===== src/sv/humidity_temp_frame_decoder_top_macros.svh =====
// ----------------------------------------------------------------------------
// Assertion macros for the humidity/temperature frame decoder
// Shorthands for concurrent checks clocked on clock and disabled in reset.
// The module that uses them must have signals named clock and reset.
// ----------------------------------------------------------------------------
`ifndef HUMIDITY_TEMP_FRAME_DECODER_TOP_MACROS_SVH
`define HUMIDITY_TEMP_FRAME_DECODER_TOP_MACROS_SVH

// consequent holds in the same cycle as the antecedent
`define HTFD_ASSERT_SAME(label, ante, cons, msg) \
   label: assert property (@(posedge clock) disable iff (reset) \
      (ante) |-> (cons)) else $error(msg);

// consequent holds in the cycle after the antecedent
`define HTFD_ASSERT_NEXT(label, ante, cons, msg) \
   label: assert property (@(posedge clock) disable iff (reset) \
      (ante) |=> (cons)) else $error(msg);

`endif


===== src/sv/htfd_pkg.sv =====
// ----------------------------------------------------------------------------
// htfd_pkg
// Shared types and constants of the readout frame decoder.
// ----------------------------------------------------------------------------
package htfd_pkg;

   // CRC-8 over each two-byte word, MSB first
   localparam logic [7:0] CRC_INIT = 8'hFF;
   localparam logic [7:0] CRC_POLY = 8'h31;

   // conversion scale factors, full scale divides by 2^16 - 1
   localparam logic [14:0] TEMP_SCALE    = 15'd17500;
   localparam logic [13:0] HUM_SCALE     = 14'd10000;
   localparam logic [16:0] SCALE_DIVISOR = 17'd65535;
   localparam logic signed [15:0] TEMP_OFFSET = 16'sd4500;
   localparam logic [13:0] HUM_MAX       = 14'd10000;

   // position of the next byte within the frame
   typedef enum logic [2:0] {
      POS_T_MSB = 3'd0,
      POS_T_LSB = 3'd1,
      POS_T_CRC = 3'd2,
      POS_H_MSB = 3'd3,
      POS_H_LSB = 3'd4,
      POS_H_CRC = 3'd5
   } pos_type;

   // result status codes
   typedef enum logic [1:0] {
      STATUS_OK       = 2'd0,
      STATUS_TEMP_CRC = 2'd1,
      STATUS_HUM_CRC  = 2'd2
   } status_type;

   // one completed frame on its way to conversion
   typedef struct packed {
      status_type  status;
      logic [30:0] temp_prod;
      logic [29:0] hum_prod;
   } htfd_stage_type;

endpackage


===== src/sv/humidity_temp_frame_decoder_top.sv =====
// Path: the frame result of the sixth byte is registered in the frame stage, then loaded into the
// output register, where it is presented and held until it is taken.
// Throughput: one byte per cycle; the frame stage and the output register form the pipeline.
// A stalled result stops new bytes only once the frame stage behind it is also full.
// Reset (synchronous, active high) restarts the count at byte 0, sets the CRC to 0xFF
// and drops any frame or result in flight.
// ----------------------------------------------------------------------------
// humidity_temp_frame_decoder_top
// Decodes six-byte sensor readouts: CRC-8 checks on both words and
// conversion to hundredths of a degree C and of a percent.
// ----------------------------------------------------------------------------
module humidity_temp_frame_decoder_top (
   input  logic               clock,
   input  logic               reset,
   input  logic               req_valid,
   output logic               req_stall,
   input  logic               req_frame_start,
   input  logic [7:0]         req_data_byte,
   output logic               rsp_valid,
   input  logic               rsp_stall,
   output logic [1:0]         rsp_status,
   output logic signed [14:0] rsp_temperature_centi,
   output logic [13:0]        rsp_humidity_centi
);
   import htfd_pkg::*;

   logic           stage_valid;
   logic           stage_stall;
   htfd_stage_type stage;

   // byte sequencing and CRC checks
   htfd_frame u_frame (
      .clock           (clock),
      .reset           (reset),
      .req_valid       (req_valid),
      .req_stall       (req_stall),
      .req_frame_start (req_frame_start),
      .req_data_byte   (req_data_byte),
      .stage_valid     (stage_valid),
      .stage_stall     (stage_stall),
      .stage           (stage)
   );

   // reading conversion and output register
   htfd_convert u_convert (
      .clock                 (clock),
      .reset                 (reset),
      .stage_valid           (stage_valid),
      .stage_stall           (stage_stall),
      .stage                 (stage),
      .rsp_valid             (rsp_valid),
      .rsp_stall             (rsp_stall),
      .rsp_status            (rsp_status),
      .rsp_temperature_centi (rsp_temperature_centi),
      .rsp_humidity_centi    (rsp_humidity_centi)
   );

endmodule


===== src/sv/htfd_frame.sv =====
// ----------------------------------------------------------------------------
// htfd_frame
// Byte sequencer: tracks the frame position, runs the CRC checks, collects
// both raw words and, on the last byte, registers status and scaled products.
// ----------------------------------------------------------------------------
`include "humidity_temp_frame_decoder_top_macros.svh"

module htfd_frame (
   input  logic                    clock,
   input  logic                    reset,
   input  logic                    req_valid,
   output logic                    req_stall,
   input  logic                    req_frame_start,
   input  logic [7:0]              req_data_byte,
   output logic                    stage_valid,
   input  logic                    stage_stall,
   output htfd_pkg::htfd_stage_type stage
);
   import htfd_pkg::*;

   pos_type        pos_ff, pos_in, eff_pos;
   logic [7:0]     crc_ff, crc_in;
   logic [15:0]    temp_raw_ff, temp_raw_in;
   logic [15:0]    hum_raw_ff, hum_raw_in;
   logic           tcrc_ok_ff, tcrc_ok_in;
   logic           s1_valid_ff, s1_valid_in;
   htfd_stage_type stage_ff, stage_in;
   logic           accept;

   function automatic logic [7:0] crc8_feed(input logic [7:0] crc, input logic [7:0] data);
      logic [7:0] c;
      c = crc ^ data;
      for (int k = 0; k < 8; k++) begin
         c = c[7] ? ({c[6:0], 1'b0} ^ CRC_POLY) : {c[6:0], 1'b0};
      end
      return c;
   endfunction

   // hold new bytes only while a finished frame cannot move on
   assign req_stall = s1_valid_ff & stage_stall;
   assign accept    = req_valid & ~req_stall;

   // frame start or an out-of-range count restarts at the first byte
   assign eff_pos = (req_frame_start || pos_ff > POS_H_CRC) ? POS_T_MSB : pos_ff;

   // next position
   always_comb begin
      pos_in = pos_ff;
      if (accept) begin
         case (eff_pos)
            POS_T_MSB: pos_in = POS_T_LSB;
            POS_T_LSB: pos_in = POS_T_CRC;
            POS_T_CRC: pos_in = POS_H_MSB;
            POS_H_MSB: pos_in = POS_H_LSB;
            POS_H_LSB: pos_in = POS_H_CRC;
            POS_H_CRC: pos_in = POS_T_MSB;
            default:   pos_in = POS_T_MSB;
         endcase
      end
   end

   // CRC, raw words and the frame result
   always_comb begin
      crc_in      = crc_ff;
      temp_raw_in = temp_raw_ff;
      hum_raw_in  = hum_raw_ff;
      tcrc_ok_in  = tcrc_ok_ff;
      stage_in    = stage_ff;
      s1_valid_in = s1_valid_ff & stage_stall;
      if (accept) begin
         case (eff_pos)
            POS_T_MSB: begin
               crc_in      = crc8_feed(CRC_INIT, req_data_byte);
               temp_raw_in = {req_data_byte, 8'h00};
            end
            POS_T_LSB: begin
               crc_in      = crc8_feed(crc_ff, req_data_byte);
               temp_raw_in = {temp_raw_ff[15:8], req_data_byte};
            end
            POS_T_CRC: begin
               tcrc_ok_in = (crc_ff == req_data_byte);
               crc_in     = CRC_INIT;
            end
            POS_H_MSB: begin
               crc_in     = crc8_feed(CRC_INIT, req_data_byte);
               hum_raw_in = {req_data_byte, 8'h00};
            end
            POS_H_LSB: begin
               crc_in     = crc8_feed(crc_ff, req_data_byte);
               hum_raw_in = {hum_raw_ff[15:8], req_data_byte};
            end
            POS_H_CRC: begin
               crc_in = CRC_INIT;
               if (!tcrc_ok_ff) begin
                  stage_in.status = STATUS_TEMP_CRC;
               end else if (crc_ff != req_data_byte) begin
                  stage_in.status = STATUS_HUM_CRC;
               end else begin
                  stage_in.status = STATUS_OK;
               end
               stage_in.temp_prod = 31'(TEMP_SCALE) * 31'(temp_raw_ff);
               stage_in.hum_prod  = 30'(HUM_SCALE) * 30'(hum_raw_ff);
               s1_valid_in        = 1'b1;
            end
            default: begin
            end
         endcase
      end
   end

   // advance state
   always_ff @(posedge clock) begin
      if (reset) begin
         pos_ff      <= POS_T_MSB;
         crc_ff      <= CRC_INIT;
         tcrc_ok_ff  <= 1'b0;
         s1_valid_ff <= 1'b0;
      end else begin
         pos_ff      <= pos_in;
         crc_ff      <= crc_in;
         tcrc_ok_ff  <= tcrc_ok_in;
         s1_valid_ff <= s1_valid_in;
      end
      temp_raw_ff <= temp_raw_in;
      hum_raw_ff  <= hum_raw_in;
      stage_ff    <= stage_in;
   end

   assign stage_valid = s1_valid_ff;
   assign stage       = stage_ff;

   `HTFD_ASSERT_NEXT(a_start_restarts, accept && req_frame_start, pos_ff == POS_T_LSB, "frame start did not restart the count")
   `HTFD_ASSERT_NEXT(a_last_byte_emits, accept && !req_frame_start && pos_ff == POS_H_CRC, s1_valid_ff, "last byte gave no frame result")
   `HTFD_ASSERT_NEXT(a_stage_holds, s1_valid_ff && stage_stall, s1_valid_ff && $stable(stage_ff), "stalled frame result changed")
   `HTFD_ASSERT_NEXT(a_crc_reinit, accept && eff_pos == POS_T_CRC, crc_ff == CRC_INIT, "CRC not reinitialized after check byte")

endmodule


===== src/sv/htfd_convert.sv =====
// ----------------------------------------------------------------------------
// htfd_convert
// Divides the scaled products by 2^16 - 1, applies the temperature offset and
// humidity limit, and holds the result beat until it is taken.
// ----------------------------------------------------------------------------
`include "humidity_temp_frame_decoder_top_macros.svh"

module htfd_convert (
   input  logic                     clock,
   input  logic                     reset,
   input  logic                     stage_valid,
   output logic                     stage_stall,
   input  htfd_pkg::htfd_stage_type stage,
   output logic                     rsp_valid,
   input  logic                     rsp_stall,
   output logic [1:0]               rsp_status,
   output logic signed [14:0]       rsp_temperature_centi,
   output logic [13:0]              rsp_humidity_centi
);
   import htfd_pkg::*;

   logic               rsp_valid_ff, rsp_valid_in;
   logic [1:0]         status_ff;
   logic signed [14:0] temp_ff, temp_in;
   logic [13:0]        hum_ff, hum_in;
   logic [14:0]        tq, hq;
   logic signed [15:0] temp_wide;
   logic               load;

   // floor(p / 65535): p = q0 * 65535 + (low + q0), remainder below twice the divisor
   function automatic logic [14:0] div_65535(input logic [30:0] p);
      logic [14:0] q0;
      logic [16:0] r;
      q0 = p[30:16];
      r  = {1'b0, p[15:0]} + {2'b00, q0};
      return (r >= SCALE_DIVISOR) ? q0 + 15'd1 : q0;
   endfunction

   // hold the frame result while the output beat waits
   assign stage_stall = rsp_valid_ff & rsp_stall;
   assign load        = stage_valid & ~stage_stall;

   // convert both readings
   always_comb begin
      tq        = div_65535(stage.temp_prod);
      hq        = div_65535({1'b0, stage.hum_prod});
      temp_wide = $signed({1'b0, tq}) - TEMP_OFFSET;
      temp_in   = temp_wide[14:0];
      hum_in    = (hq > 15'(HUM_MAX)) ? HUM_MAX : hq[13:0];
   end

   assign rsp_valid_in = load | (rsp_valid_ff & rsp_stall);

   // output register
   always_ff @(posedge clock) begin
      if (reset) begin
         rsp_valid_ff <= 1'b0;
      end else begin
         rsp_valid_ff <= rsp_valid_in;
      end
      if (load) begin
         status_ff <= stage.status;
         temp_ff   <= temp_in;
         hum_ff    <= hum_in;
      end
   end

   assign rsp_valid             = rsp_valid_ff;
   assign rsp_status            = status_ff;
   assign rsp_temperature_centi = temp_ff;
   assign rsp_humidity_centi    = hum_ff;

   `HTFD_ASSERT_SAME(a_hum_limit, rsp_valid_ff, hum_ff <= HUM_MAX, "humidity above full scale")
   `HTFD_ASSERT_SAME(a_temp_range, rsp_valid_ff, temp_ff <= 15'sd13000 && temp_ff >= -15'sd4500, "temperature out of range")
   `HTFD_ASSERT_NEXT(a_load_shows, load, rsp_valid_ff, "loaded result not presented")

endmodule

===== config.mk =====
export PLATFORM = sky130hd
export DESIGN_NAME = humidity_temp_frame_decoder_top
export DESIGN_NICKNAME = d
export VERILOG_FILES = /design/src/sv/htfd_pkg.sv /design/src/sv/humidity_temp_frame_decoder_top.sv /design/src/sv/htfd_frame.sv /design/src/sv/htfd_convert.sv
export VERILOG_INCLUDE_DIRS = /design/src /design/src/sv
export SDC_FILE = /design/constraint.sdc
export NUM_CORES = 1
export LEC_CHECK = 0
export BUFFER_PORTS_ARGS = -buffer_cell sky130_fd_sc_hd__buf_2
export CAP_MARGIN = 20
export CORE_UTILIZATION = 35
export DETAILED_ROUTE_END_ITERATION = 6
export HOLD_SLACK_MARGIN = 0.1
export PLACE_DENSITY = 0.51
export RECOVER_POWER = 100
export SYNTH_ARGS = -nofsm -noshare
export SYNTH_HDL_FRONTEND = slang
export SYNTH_SLANG_ARGS = --single-unit

===== constraint.sdc =====
create_clock -name clock -period 16.3 [get_ports clock]
set_input_delay 2.445 -clock clock [delete_from_list [all_inputs] [get_ports clock]]
set_output_delay 2.445 -clock clock [all_outputs]
set_load 0.02 [all_outputs]

## Yosys cells after proc, flatten, opt, wreduce, memory -nomap -nowiden

Cells that the tools add are included.

- Register bits after elaboration: 134
- Input bits: 13
- Output and inout port bits: 33

- Add/subtract/negate cells: 5
- $mul: 2
- Magnitude comparators: 4
- Equal/unequal tests: 7
- Mux-type cells: 26
- Bitwise logic cells: 27
- Reductions and logical operators: 15

Operators with widths:

| cell | count |
|---|---|
| 2-to-1 mux 6 bit | 16 |
| case mux 16 bit (2 select lines) | 2 |
| NOT 3 bit | 16 |
| greater-or-equal comparator 17 x 16 -> 1 bit (second input constant) | 2 |
| 2-to-1 mux 15 bit | 2 |
| multiplier 13 x 16 -> 29 bit (first input constant) | 1 |
| multiplier 10 x 16 -> 26 bit (first input constant) | 1 |
| case mux 8 bit (3 select lines) | 1 |
| adder 16 x 14 -> 17 bit | 1 |
| adder 16 x 15 -> 17 bit | 1 |
| adder 14 x 1 -> 15 bit (second input constant) | 1 |
| adder 15 x 1 -> 15 bit (second input constant) | 1 |
| greater-than comparator 15 x 14 -> 1 bit (second input constant) | 1 |
| case mux 3 bit (5 select lines) | 1 |
| subtractor 15 x 13 -> 15 bit (second input constant) | 1 |
| AND reduction 2 bit | 5 |
| equality test 8 bit | 1 |
| != test 8 bit | 1 |
| NOT 8 bit | 1 |
| XOR 8 bit | 1 |
| equality test 3 x 2 -> 1 bit (second input constant) | 2 |
| equality test 3 bit (second input constant) | 2 |
| AND reduction 3 bit | 2 |
| OR reduction 2 bit | 3 |
| other kinds (12) | 20 |

## Depth between registers and ports, before layout

Gate-level depths: netlist of the first run.

- Word-level depth: 18
- Mapped depth: 22
- Mapped depth without buffers: 22

## Cells and area by module

Synthesis of the first run repeated with hierarchy kept, for this count alone.

- Cells, all modules: 1435
- Area total of the unflattened synthesis: 14052.2 µm²

By module, submodules not included:

| module | instances | cells an instance | area an instance (µm²) |
|---|---|---|---|
| htfd_frame | 1 | 956 | 10062.2 |
| htfd_convert | 1 | 479 | 3990.1 |

## Worst setup path before layout of the first run

No wires, ideal clock.

- Path type: input-to-reg
- Start: input rsp_stall
- End: register u_frame.stage_ff (netlist bit u_frame.stage[10]), enable pin
- Arrival time: 6.754 ns
- Required time: 15.755 ns
- Path slack: 9.001 ns
- Cell stages on the path: 4
- Path buffers: 0
- Cells stage by stage: nand3_1 -> and2_1 -> nand2_1 -> nor3_1

- Longest elaborated chain between the ends: 5

Ends and longest elaborated chain:

| what | RTL line | text |
|---|---|---|
| from (decl) | humidity_temp_frame_decoder_top.sv:20 | `input logic rsp_stall,` |
| AND 1 bit | htfd_convert.sv:40 | `assign stage_stall = rsp_valid_ff & rsp_stall;` |
| AND 1 bit | htfd_frame.sv:40 | `assign req_stall = s1_valid_ff & stage_stall;` |
| NOT 1 bit | htfd_frame.sv:41 | `assign accept = req_valid & ~req_stall;` |
| AND 1 bit | htfd_frame.sv:41 |  |
| AND reduction 2 bit (no line) | - |  |
| to (signal assigned) | htfd_frame.sv:126 | `stage_ff <= stage_in;` |
| to (decl) | htfd_frame.sv:27 | `htfd_stage_type stage_ff, stage_in;` |

No other way between the ends.
A chain may end at the register's enable or synchronous reset.

## Worst setup path in the final report of the first run

- Start: register u_frame.stage_ff (netlist bit u_frame.stage[50])
- End: register u_convert.temp_ff[14], in the netlist u_convert.rsp_temperature_centi[14], data pin

- Longest elaborated chain between the ends: 4
- Elaborated cells on any way between the ends: 5

Ends and longest elaborated chain:

| what | RTL line | text |
|---|---|---|
| adder 16 x 15 -> 17 bit | htfd_convert.sv:35 | `r = {1'b0, p[15:0]} + {2'b00, q0};` |
| greater-or-equal comparator 17 x 16 -> 1 bit | htfd_convert.sv:36 | `return (r >= SCALE_DIVISOR) ? q0 + 15'd1 : q0;` |
| 2-to-1 mux 15 bit * | htfd_convert.sv:36 |  |
| subtractor 15 x 13 -> 15 bit * | htfd_convert.sv:47 | `temp_wide = $signed({1'b0, tq}) - TEMP_OFFSET;` |
| via u_convert.temp_wide[14] | htfd_convert.sv:27 | `logic signed [15:0] temp_wide;` |
| to (signal assigned) | htfd_convert.sv:63 | `temp_ff <= temp_in;` |
| to (decl) | htfd_convert.sv:24 | `logic signed [14:0] temp_ff, temp_in;` |

The timed path passes the listed nets; every way through them passes the cells marked *.

==> results of run 1 <==
## stage by stage
step | instance area, sq um | std cells | setup WS, ps | total power, mW
after floorplan | 13500 | 1395 | 9000 | 0.852
after detailed placement | 14300 | 1920 | 10600 | 0.960
after CTS | 14900 | 1952 | 10600 | 1.40
after global routing | 14900 | 1952 | 9730 | 1.49
final | 14900 | 1952 | 10220 | 1.38
after global placement | 14300 | 1920 | 10690 | 0.959
## cells by family after synthesis
logic type	share of synthesized area, %
AOI/OAI and AO/OA	12.9
and+or+nand+nor	12.2
buffers and inverters	8.51
xor gates and xnor gates	6.93
muxes	0.620
adders and majority gates	30.1
DFF	28.7
## path summary, 6_finish.rpt
check / startpoint / to / cells after the start
hold reg to reg: u_frame.stage[62] / u_convert.rsp_status[1] / 0
hold / removal: u_frame.stage[62] / u_convert.rsp_status[1] / 0
setup / recovery: u_frame.stage[50] / u_convert.rsp_temperature_centi[14] / 17
setup reg to reg: u_frame.stage[50] / u_convert.rsp_temperature_centi[14] / 17
## cells in the mapped netlist (11+ instances only)
library cell / count / area (sq um)
o21bai_1: 11 / 82.6
nor2b_1: 24 / 150
nand2_1: 46 / 173
a21oi_1: 67 / 335
o21a_1: 11 / 82.6
a21o_1: 13 / 97.6
o21ai_0: 35 / 175
and3_1: 12 / 75.1
xor2_1: 32 / 280
a211o_1: 11 / 96.3
fa_1: 82 / 1640
edfxtp_1: 120 / 3600
dfxtp_1: 14 / 280
inv_1: 269 / 1010
nor3_1: 27 / 135
nor2_1: 70 / 263
a31oi_1: 14 / 87.6
xnor2_1: 75 / 657
and2_1: 21 / 131
clkbuf_1: 27 / 101
nand3_1: 34 / 170
ha_1: 194 / 2430
nand4_1: 14 / 87.6
## power by group through the flow
stage | registers, mW | logic, mW | clock network, mW
floorplan | 0.422 | 0.430 | 0
global placement | 0.426 | 0.533 | 0
detailed placement | 0.426 | 0.534 | 0
CTS | 0.419 | 0.539 | 0.445
global route | 0.420 | 0.620 | 0.455
finish | 0.419 | 0.528 | 0.432
## registers in the layout, indices dropped and copies added (netlist names)
| name | cells |
|---|---|
| u_convert.rsp_humidity_centi | 14 |
| u_convert.rsp_status | 2 |
| u_convert.rsp_temperature_centi | 15 |
| u_convert.rsp_valid | 1 |
| u_frame.crc_ff | 8 |
| u_frame.hum_raw_ff | 16 |
| u_frame.pos_ff | 3 |
| u_frame.stage | 57 |
| u_frame.stage_valid | 1 |
| u_frame.tcrc_ok_ff | 1 |
| u_frame.temp_raw_ff | 16 |
## worst reg2reg max path, delay by kind of cell, from the launching register on
family / cells / cell delay [ps]
AOI/OAI and AO/OA: 9 / 2790
DFF: 1 / 790
xor gates and xnor gates: 2 / 310
and+or+nand+nor: 4 / 1220
adders and majority gates: 2 / 710
## area by class of cell
cell class | instances | area share, %
sequential | 134 | 26.1
clock buffer | 18 | 2.89
tap | 511 | 4.30
clock inverter | 14 | 1.48
timing repair buffer | 49 | 1.31
inverter | 269 | 6.80
multi-input combinational | 957 | 57.1
## routing by layer
layer / track usage, % / up-vias / share of wire [%]
met2: 23.6 / 155 / 43
met5: 0 / - / 0
li1: - / 4898 / -
met4: 5.30 / 0 / 1.8
met1: 21.6 / 4383 / 52
met3: 2.46 / 26 / 3.3
==> results_dict.tcl, run 1 <==
set metrics [dict create \
    clkTransAtPathRegs_ps 60 \
    tns_ps 0 \
    layout_common_cells "inv_1 (269), ha_1 (194), edfxtp_1 (120)" \
    drt-initial-drc-count 390 \
    cts_resized 0 \
    cp.required_ps 16490 \
    synthDistinctLibCells 80 \
    synthFlopType "edfxtp_1" \
    hold_path_class "flip-flop to flip-flop" \
    wire_per_inst_microns 14.4 \
    violations "capacitance limit, slew limit" \
    slew_violations 88 \
    status "complete, but fails checks" \
    finalHoldViolCount 0 \
    intPower_mw 0.919 \
    seq_area_sq_um 3880 \
    max_slew_margin_pct -90.6 \
    swShare_pct 33.3 \
    setup_viol 0 \
    via_per_inst 4.85 \
    grt_max_degree 56 \
    ios 46 \
    avgSynthCellArea_sq_um 9.69 \
    crit_chain "ha_1 -> nor2b_1 -> o31a_1 -> o31ai_1 -> o2111ai_1 -> or4_1 -> o31ai_1 -> nand2_1 -> xor2_1 -> ha_1 -> nor4b_1 -> a31oi_1 -> o211ai_1 -> a2111oi_0 -> o32ai_1 -> a221oi_2 -> xnor2_1" \
    io_buffers 45 \
    fin_crit_ps 6080 \
    coreArea_sq_um 37800 \
    multi_input_comb_area_sq_um 8480 \
    wirelength_microns 28100 \
    drt_pre_antenna_iters 6 \
    drc 0 \
    cts_sinks 134 \
    ys_warn_count 0 \
    mostFrequentLayoutCell "inv_1" \
    start_util_pct 35.7 \
    synth_edf_count 120 \
    syn_inst 1395 \
    fin_util_pct 39.3 \
    startpoint_type "flip-flop" \
    htreeDepth 4 \
    grt_pass1_vias 9448 \
    cts_buffers 17 \
    tightestPinTransition_ps 2860 \
    dp_hpwl_microns 22500 \
    path_class "flip-flop to flip-flop" \
    grt_setup_unrepaired "no" \
    fmax_mhz 164 \
    cts.path.max_buffers 2 \
    grt_pass1_wl_microns 47600 \
    crit_slowest_cell "o31ai_1" \
    final_layout_size_suffix_gt1_share_pct 4.16 \
    antenna_found_initial 0 \
    period_share_pct 37.3 \
    clock_latency_ps 440 \
    rows 71 \
    holdWs_ps 421 \
    final_net_count 1717 \
    grt_overflow_total 0 \
    synth.cell_area_sq_um 13500 \
    die_y_microns 199 \
    hold_buffers 0 \
    cp_max_fo 22 \
    powerDensity_nw_per_um2 92.8 \
    slowest_delay_ps 850 \
    peakVddDrop_mv 0.0729 \
    power_switching_mw 0.460 \
    cp_top_family "compound AO/OA/AOI/OAI gates" \
    cts_tree "done" \
    area_delta_synth_final_pct 9.87 \
    track_usage_pct 15.3 \
    reg2reg_setup_slack_ps 10220 \
    synth_fp_nets 1684 \
    antenna_cells 0 \
    crit_arrival_ps 6270 \
    cts-root-buf "clkbuf_16" \
    cp_num_buf_inv 0 \
    ant_nets 0 \
    max_cap_viol_count 2 \
    dieArea_sq_um 39400 \
    vias 9462 \
    p_seq_share_pct 30.4 \
    cts_setup_buffers 0 \
    combPwrFrac_pct 38.3 \
    ys_seq_area_share_pct 28.7 \
    n_fill_cell 3829 \
    fin_skew_ps 7.65 \
    synthArstFlopShare_pct 0 \
    gp_congestion 0.803 \
    crit_path_end_kind "flip-flop" \
    clock_power_share_pct 31.3 \
    leakage_nw 6.65 \
    die_width_microns 199 \
    synth_seq_cells 134 \
]
No activity file was read; power rests on OpenSTA's default activity.
==> inputs of run 2 (changes only) <==
- PLACE_DENSITY: 0.51 -> 0.53
- clock period: 16.3 -> 5.1 ns (I/O delays scaled with it)
==> run 2 against run 1 <==
The run still ends with capacitance limit, slew limit left. Routed wire length grew 3.0%. Via count rose by 3.2%. Combinational power rose to 3.9 times the previous value. Flip-flop and latch count unchanged. Utilization up 2.2 points. Worst hold slack worse by 4.0 ps. Final cell count grew 3.8%. Largest power group unchanged. Highest routed layer unchanged.
==> results_dict.tcl, run 2 (synthesized netlist as in run 1, its figures left out) <==
set metrics [dict create \
    die_width_microns 199 \
    drc 0 \
    grt_pass1_wl_microns 48200 \
    fin_skew_ps 9.72 \
    fin_util_pct 41.4 \
    cp_top_family "adder cells" \
    mostFrequentLayoutCell "inv_1" \
    setup_viol 0 \
    cts.path.max_buffers 2 \
    wire_per_inst_microns 14.3 \
    leakage_nw 7.01 \
    fin_cells 2027 \
    antenna_found_initial 0 \
    drt_pre_antenna_iters 4 \
    ant_nets 0 \
    htreeDepth 4 \
    crit_arrival_ps 5050 \
    cp_num_buf_inv 6 \
    status "complete, but fails checks" \
    placedCellCount 1977 \
    grt_max_degree 56 \
    worst_path_most_repeated_cell "inv_1" \
    max_cap_viol_count 2 \
    area_delta_synth_final_pct 16.0 \
    final_layout_size_suffix_gt1_share_pct 11.7 \
    hold_path_class "flip-flop to flip-flop" \
    crit_chain "buf_4 -> fa_1 -> ha_1 -> inv_1 -> fa_1 -> inv_1 -> ha_1 -> inv_1 -> fa_1 -> inv_1 -> ha_1 -> inv_1 -> o21bai_1 -> a21oi_1 -> nor2b_1 -> o31ai_2 -> a21oi_1 -> a41oi_2 -> a21oi_1 -> xor2_1" \
    dieArea_sq_um 39400 \
    vias 9765 \
    powerDensity_nw_per_um2 302 \
    crit_slowest_cell "fa_1" \
    cts_tree "done" \
    holdWs_ps 417 \
    rows 71 \
    violations "capacitance limit, slew limit" \
    grt_pass1_vias 9629 \
    final_net_count 1792 \
    crit_path_end_kind "flip-flop" \
    path_class "flip-flop to flip-flop" \
    gp_congestion 0.828 \
    worst-path-stages 20 \
    clock_latency_ps 440 \
    die_y_microns 199 \
    grt_overflow_total 0 \
    period_share_pct 95.4 \
    cts_sinks 134 \
    hold_depth 0 \
    cp_max_fo 4 \
    largest_reg_flops 57 \
    max_slew_margin_pct -96.7 \
    cts-root-buf "clkbuf_16" \
    clkTransAtPathRegs_ps 60 \
    finalHoldViolCount 0 \
    start_util_pct 35.7 \
    antenna_cells 0 \
    cp.required_ps 5280 \
    tightestPinTransition_ps 2950 \
    grt_setup_unrepaired "yes" \
    drt-initial-drc-count 412 \
    slowest_delay_ps 520 \
    fin_crit_ps 4870 \
    slew_violations 88 \
    via_per_inst 4.82 \
    coreArea_sq_um 37800 \
    peakVddDrop_mv 0.244 \
    fmax_mhz 205 \
    cts_buffers 17 \
    wirelength_microns 28900 \
    track_usage_pct 15.5 \
    dp_hpwl_microns 23000 \
    ios 46 \
    r2r_cells 20 \
    finalPower_mw 4.74 \
    layout_common_cells "inv_1 (266), ha_1 (187), edfxtp_1 (120)" \
    startpoint_type "flip-flop" \
    io_buffers 45 \
]
run 2: cell types whose count changed in the layout (fill, tap and decap cells not counted), moves of 4 or more:
cell,change
buf_4,+70
ha_1,-7
ha_4,+5
a21oi_2,+7
a21oi_1,-7
o21ai_2,+4
o21ai_0,-7
a31oi_1,-4
clkbuf_1,+4
run 2: routing by layer:
| metal | track usage [%] | vias to the layer above | wire [microns] |
|---|---|---|---|
| li1 | - | 5044 | - |
| met1 | 22.0 | 4565 | 15100 |
| met2 | 24.1 | 134 | 12700 |
| met3 | 2.66 | 22 | 751 |
| met4 | 4.25 | 0 | 359 |
| met5 | 0 | - | 0 |
run 2: area by class of cell:
| class | instances | area [sq um] |
|---|---|---|
| Fill cell | 3788 | 22200 |
| Tap cell | 511 | 639 |
| Clock buffer | 18 | 429 |
| Sequential cell | 134 | 3880 |
| Multi-Input combinational cell | 957 | 8780 |
| Inverter | 269 | 1010 |
| Timing Repair Buffer | 124 | 752 |
| Clock inverter | 14 | 189 |
run 2: path summary, 6_finish.rpt:
check	startpoint	endpoint	slack (ps)
worst max register to register	u_frame.hum_raw_ff[5]	u_frame.stage[27]	230
worst max-delay path	u_frame.hum_raw_ff[5]	u_frame.stage[27]	230
worst min-delay path	u_frame.stage[62]	u_convert.rsp_status[1]	420
worst min register to register	u_frame.stage[62]	u_convert.rsp_status[1]	420
run 2: power breakdown:
group	internal, mW	leakage [nW]	switching (mW)
combinational	0.978	5.51	1.10
sequential	1.31	1.21	0.0200
clock	0.786	0.297	0.543
run 2: timing repair:
item                                    in CTS  in global routing
hold buffers                                 0                  0
setup buffers                                3                 15
pin swaps                                   15                 34
endpoints found under the setup margin      16                 23
gates resized for setup                     14                 46
run 2: stage by stage:
stage               setup TNS (ps)  setup slack, ps  cell area, sq um
floorplan                        0             27.9             13500
global placement              -375             -178             14700
detailed placement            -560             -215             14700
CTS                          -26.8            -26.8             15400
global route                 -75.9            -33.4             15700
finish                           0              234             15700
==> inputs of run 3 (changes only) <==
- ABC_AREA: default -> 1
==> run 3 against run 2 <==
Maximum frequency rose by 0.35%. Critical endpoint is now u_frame.stage[58]. Combinational power fell by 9.6%. Worst hold slack gained 5.8 ps. Routed wire length is 3.3% lower. First-iteration DRC count is 44% higher. Non-clock buffer count is 53 lower. The run still ends with capacitance limit, slew limit left. Global-route usage decreased by 0.54 points.
==> results_dict.tcl, run 3 <==
set metrics [dict create \
    status "complete, but fails checks" \
    violations "capacitance limit, slew limit" \
    startpoint_type "flip-flop" \
    start_util_pct 35.9 \
    max_slew_margin_pct -91.8 \
    final_layout_size_suffix_gt1_share_pct 5.31 \
    slew_violations 86 \
    syn_inst 1607 \
    dr_wl_met3_microns 633 \
    yosys.area.top_type "edfxtp_1" \
    dp_hpwl_microns 23500 \
    hold_depth 0 \
    holdPathEnd "u_convert.rsp_status[1]" \
    avgSynthCellArea_sq_um 8.50 \
    wl_met1_microns 14400 \
    grt_setup_unrepaired "no" \
    cp.required_ps 5280 \
    synth.cell_area_sq_um 13700 \
    coreArea_sq_um 38000 \
    rows 71 \
    wl_met2_microns 12600 \
    peakVddDrop_mv 0.322 \
    leakage_nw 7.56 \
    p_seq_share_pct 30.3 \
    die_y_microns 199 \
    clock_latency_ps 430 \
    crit_path_end_kind "flip-flop" \
    synth_area_leaders "edfxtp_1 (26%), ha_1 (18%), fa_1 (12%), inv_1 (10%), nand2_1 (8.2%)" \
    fmax_mhz 206 \
    area_delta_synth_final_pct 10.7 \
    fin_crit_ps 4850 \
    finalHoldViolCount 0 \
    ys_warn_count 0 \
    track_usage_pct 14.9 \
    synthFlopType "edfxtp_1" \
    synth_fp_nets 1896 \
    tightestPinTransition_ps 2880 \
    hold_buffers 0 \
    final_net_count 1972 \
    cts_sinks 134 \
    yosys.cell_count.top_type "inv_1" \
    swShare_pct 36.7 \
    drc 0 \
    antenna_cells 0 \
    wirelength_microns 28000 \
    holdWs_ps 422 \
    clock_power_share_pct 27.5 \
    die_width_microns 199 \
    ys_seq_area_share_pct 28.4 \
    dieArea_sq_um 39800 \
    r2r-start "u_frame.temp_raw_ff[7]" \
    layout_common_cells "inv_1 (372), nand2_1 (304), ha_1 (194)" \
    drt-initial-drc-count 593 \
    finalPower_mw 4.44 \
    cts_tree "done" \
    io_buffers 45 \
    cts.path.max_buffers 2 \
    reg2reg_setup_slack_ps 250 \
    r2r_cells 19 \
    path_class "flip-flop to flip-flop" \
    period_share_pct 95.1 \
    grt_pass1_wl_microns 47100 \
    dp_slack_ps 58.6 \
    synthTopCellsByCount "inv_1 (372), nand2_1 (300), ha_1 (194)" \
    cts_buffers 17 \
    setup_ws_ps 251 \
    crit_arrival_ps 5030 \
    drt_pre_antenna_iters 5 \
    synthDistinctLibCells 46 \
    setup_viol 0 \
    ant_nets 0 \
    gp_congestion 0.887 \
    fin_skew_ps 9.93 \
    min_from "u_frame.stage[62]" \
    power_switching_mw 1.63 \
    ios 46 \
    finalInstanceArea_sq_um 15100 \
    via_per_inst 4.51 \
    max_cap_viol_count 2 \
    wire_per_inst_microns 12.7 \
    antenna_found_initial 0 \
    worst_r2r_endpoint "u_frame.stage[58]" \
    synth_edf_count 120 \
    htreeDepth 4 \
    clkTransAtPathRegs_ps 60 \
    synthArstFlopShare_pct 0 \
    grt_overflow_total 0 \
    grt_max_degree 56 \
    combPwrFrac_pct 42.2 \
    largest_reg_flops 57 \
    hold_path_class "flip-flop to flip-flop" \
    vias 9954 \
    mostFrequentLayoutCell "inv_1" \
    synthDominantCellAreaShare_pct 26.4 \
    grt_pass1_vias 9613 \
    intPower_mw 2.81 \
    cp_max_fo 5 \
    powerDensity_nw_per_um2 294 \
    cts-root-buf "clkbuf_16" \
    tns_ps 0 \
    place_area_sq_um 14500 \
    maxUsedRoutingLayer "met4" \
    synth_seq_cells 134 \
]
## run 3: changes by cell type after synthesis, sizes merged, moves of 19 or more
cell and change:
nand3 +40, nor2 +34, xor2 +40, nor2b -24, inv +104, and2 -20, clkbuf -19, xnor2 -37
nand2 +268
## run 3: critical path, cell delays in order, from the launching register on
cell and delay, ps:
edfxtp_1 470, ha_1 350, fa_1 460, ha_1 320, fa_1 480, inv_1 50, fa_1 520, inv_1 40
ha_1 340, a21oi_1 150, a21boi_0 200, buf_4 150, o21bai_1 100, a31oi_2 240, o21ai_1 120, a21oi_2 190
o21ai_1 120, nand2_1 80, nand2_1 50, xor2_1 150
## run 3: through the flow
stage,utilization [%],cells
5_1_grt,39.7,2206
3_3_place_gp,38.2,2157
2_1_floorplan,-,1607
3_5_place_dp,38.2,2157
6_report,39.7,2206
4_1_cts,39.7,2188
## run 3: worst max path at each step
stage / slack (ps) / to / from
2_1_floorplan: 350 / u_frame.stage[58] / u_frame.temp_raw_ff[3]
3_3_place_gp: 140 / u_frame.stage[58] / u_frame.temp_raw_ff[4]
3_5_place_dp: 60 / u_frame.stage[58] / u_frame.temp_raw_ff[4]
4_1_cts: 30 / u_frame.stage[58] / u_frame.temp_raw_ff[4]
5_1_grt: 7 / u_frame.stage[58] / u_frame.temp_raw_ff[10]
6_report: 250 / u_frame.stage[58] / u_frame.temp_raw_ff[7]
## run 3: area by class of cell
type	instances	area, sq um
tap	511	639
sequential	134	3880
clock buffer	18	429
inverter	373	1400
fill	3912	22900
multi-input combinational	1086	8260
clock inverter	13	148
timing repair buffer	71	350
## run 3: what timing repair did
item                                    in CTS  in global routing
endpoints found under the setup margin       0                  5
gates resized for setup                      0                  7
buffers inserted                             0                 16
## run 3: metal layers
| layer | global-route usage [%] | up-vias |
|---|---|---|
| met2 | 24.1 | 112 |
| met4 | 3.93 | 0 |
| met3 | 2.19 | 18 |
| met5 | 0 | - |
| li1 | - | 5275 |
| met1 | 20.7 | 4549 |
## run 3: kinds of logic after synthesis
logic type,Yosys count,synth area share [%]
compound gates,151,6.20
xor+xnor,110,7.06
fa+ha+maj,276,29.8
buf+inv,387,10.8
flops,134,28.4
simple gates,549,17.7
## run 3: power by group through the flow
stage	Combinational [mW]	Sequential, mW	Clock (mW)
2_1_floorplan	1.40	1.37	0
3_3_place_gp	1.83	1.37	0
3_5_place_dp	1.85	1.37	0
4_1_cts	1.88	1.35	1.25
5_1_grt	2.17	1.35	1.29
6_report	1.88	1.35	1.22
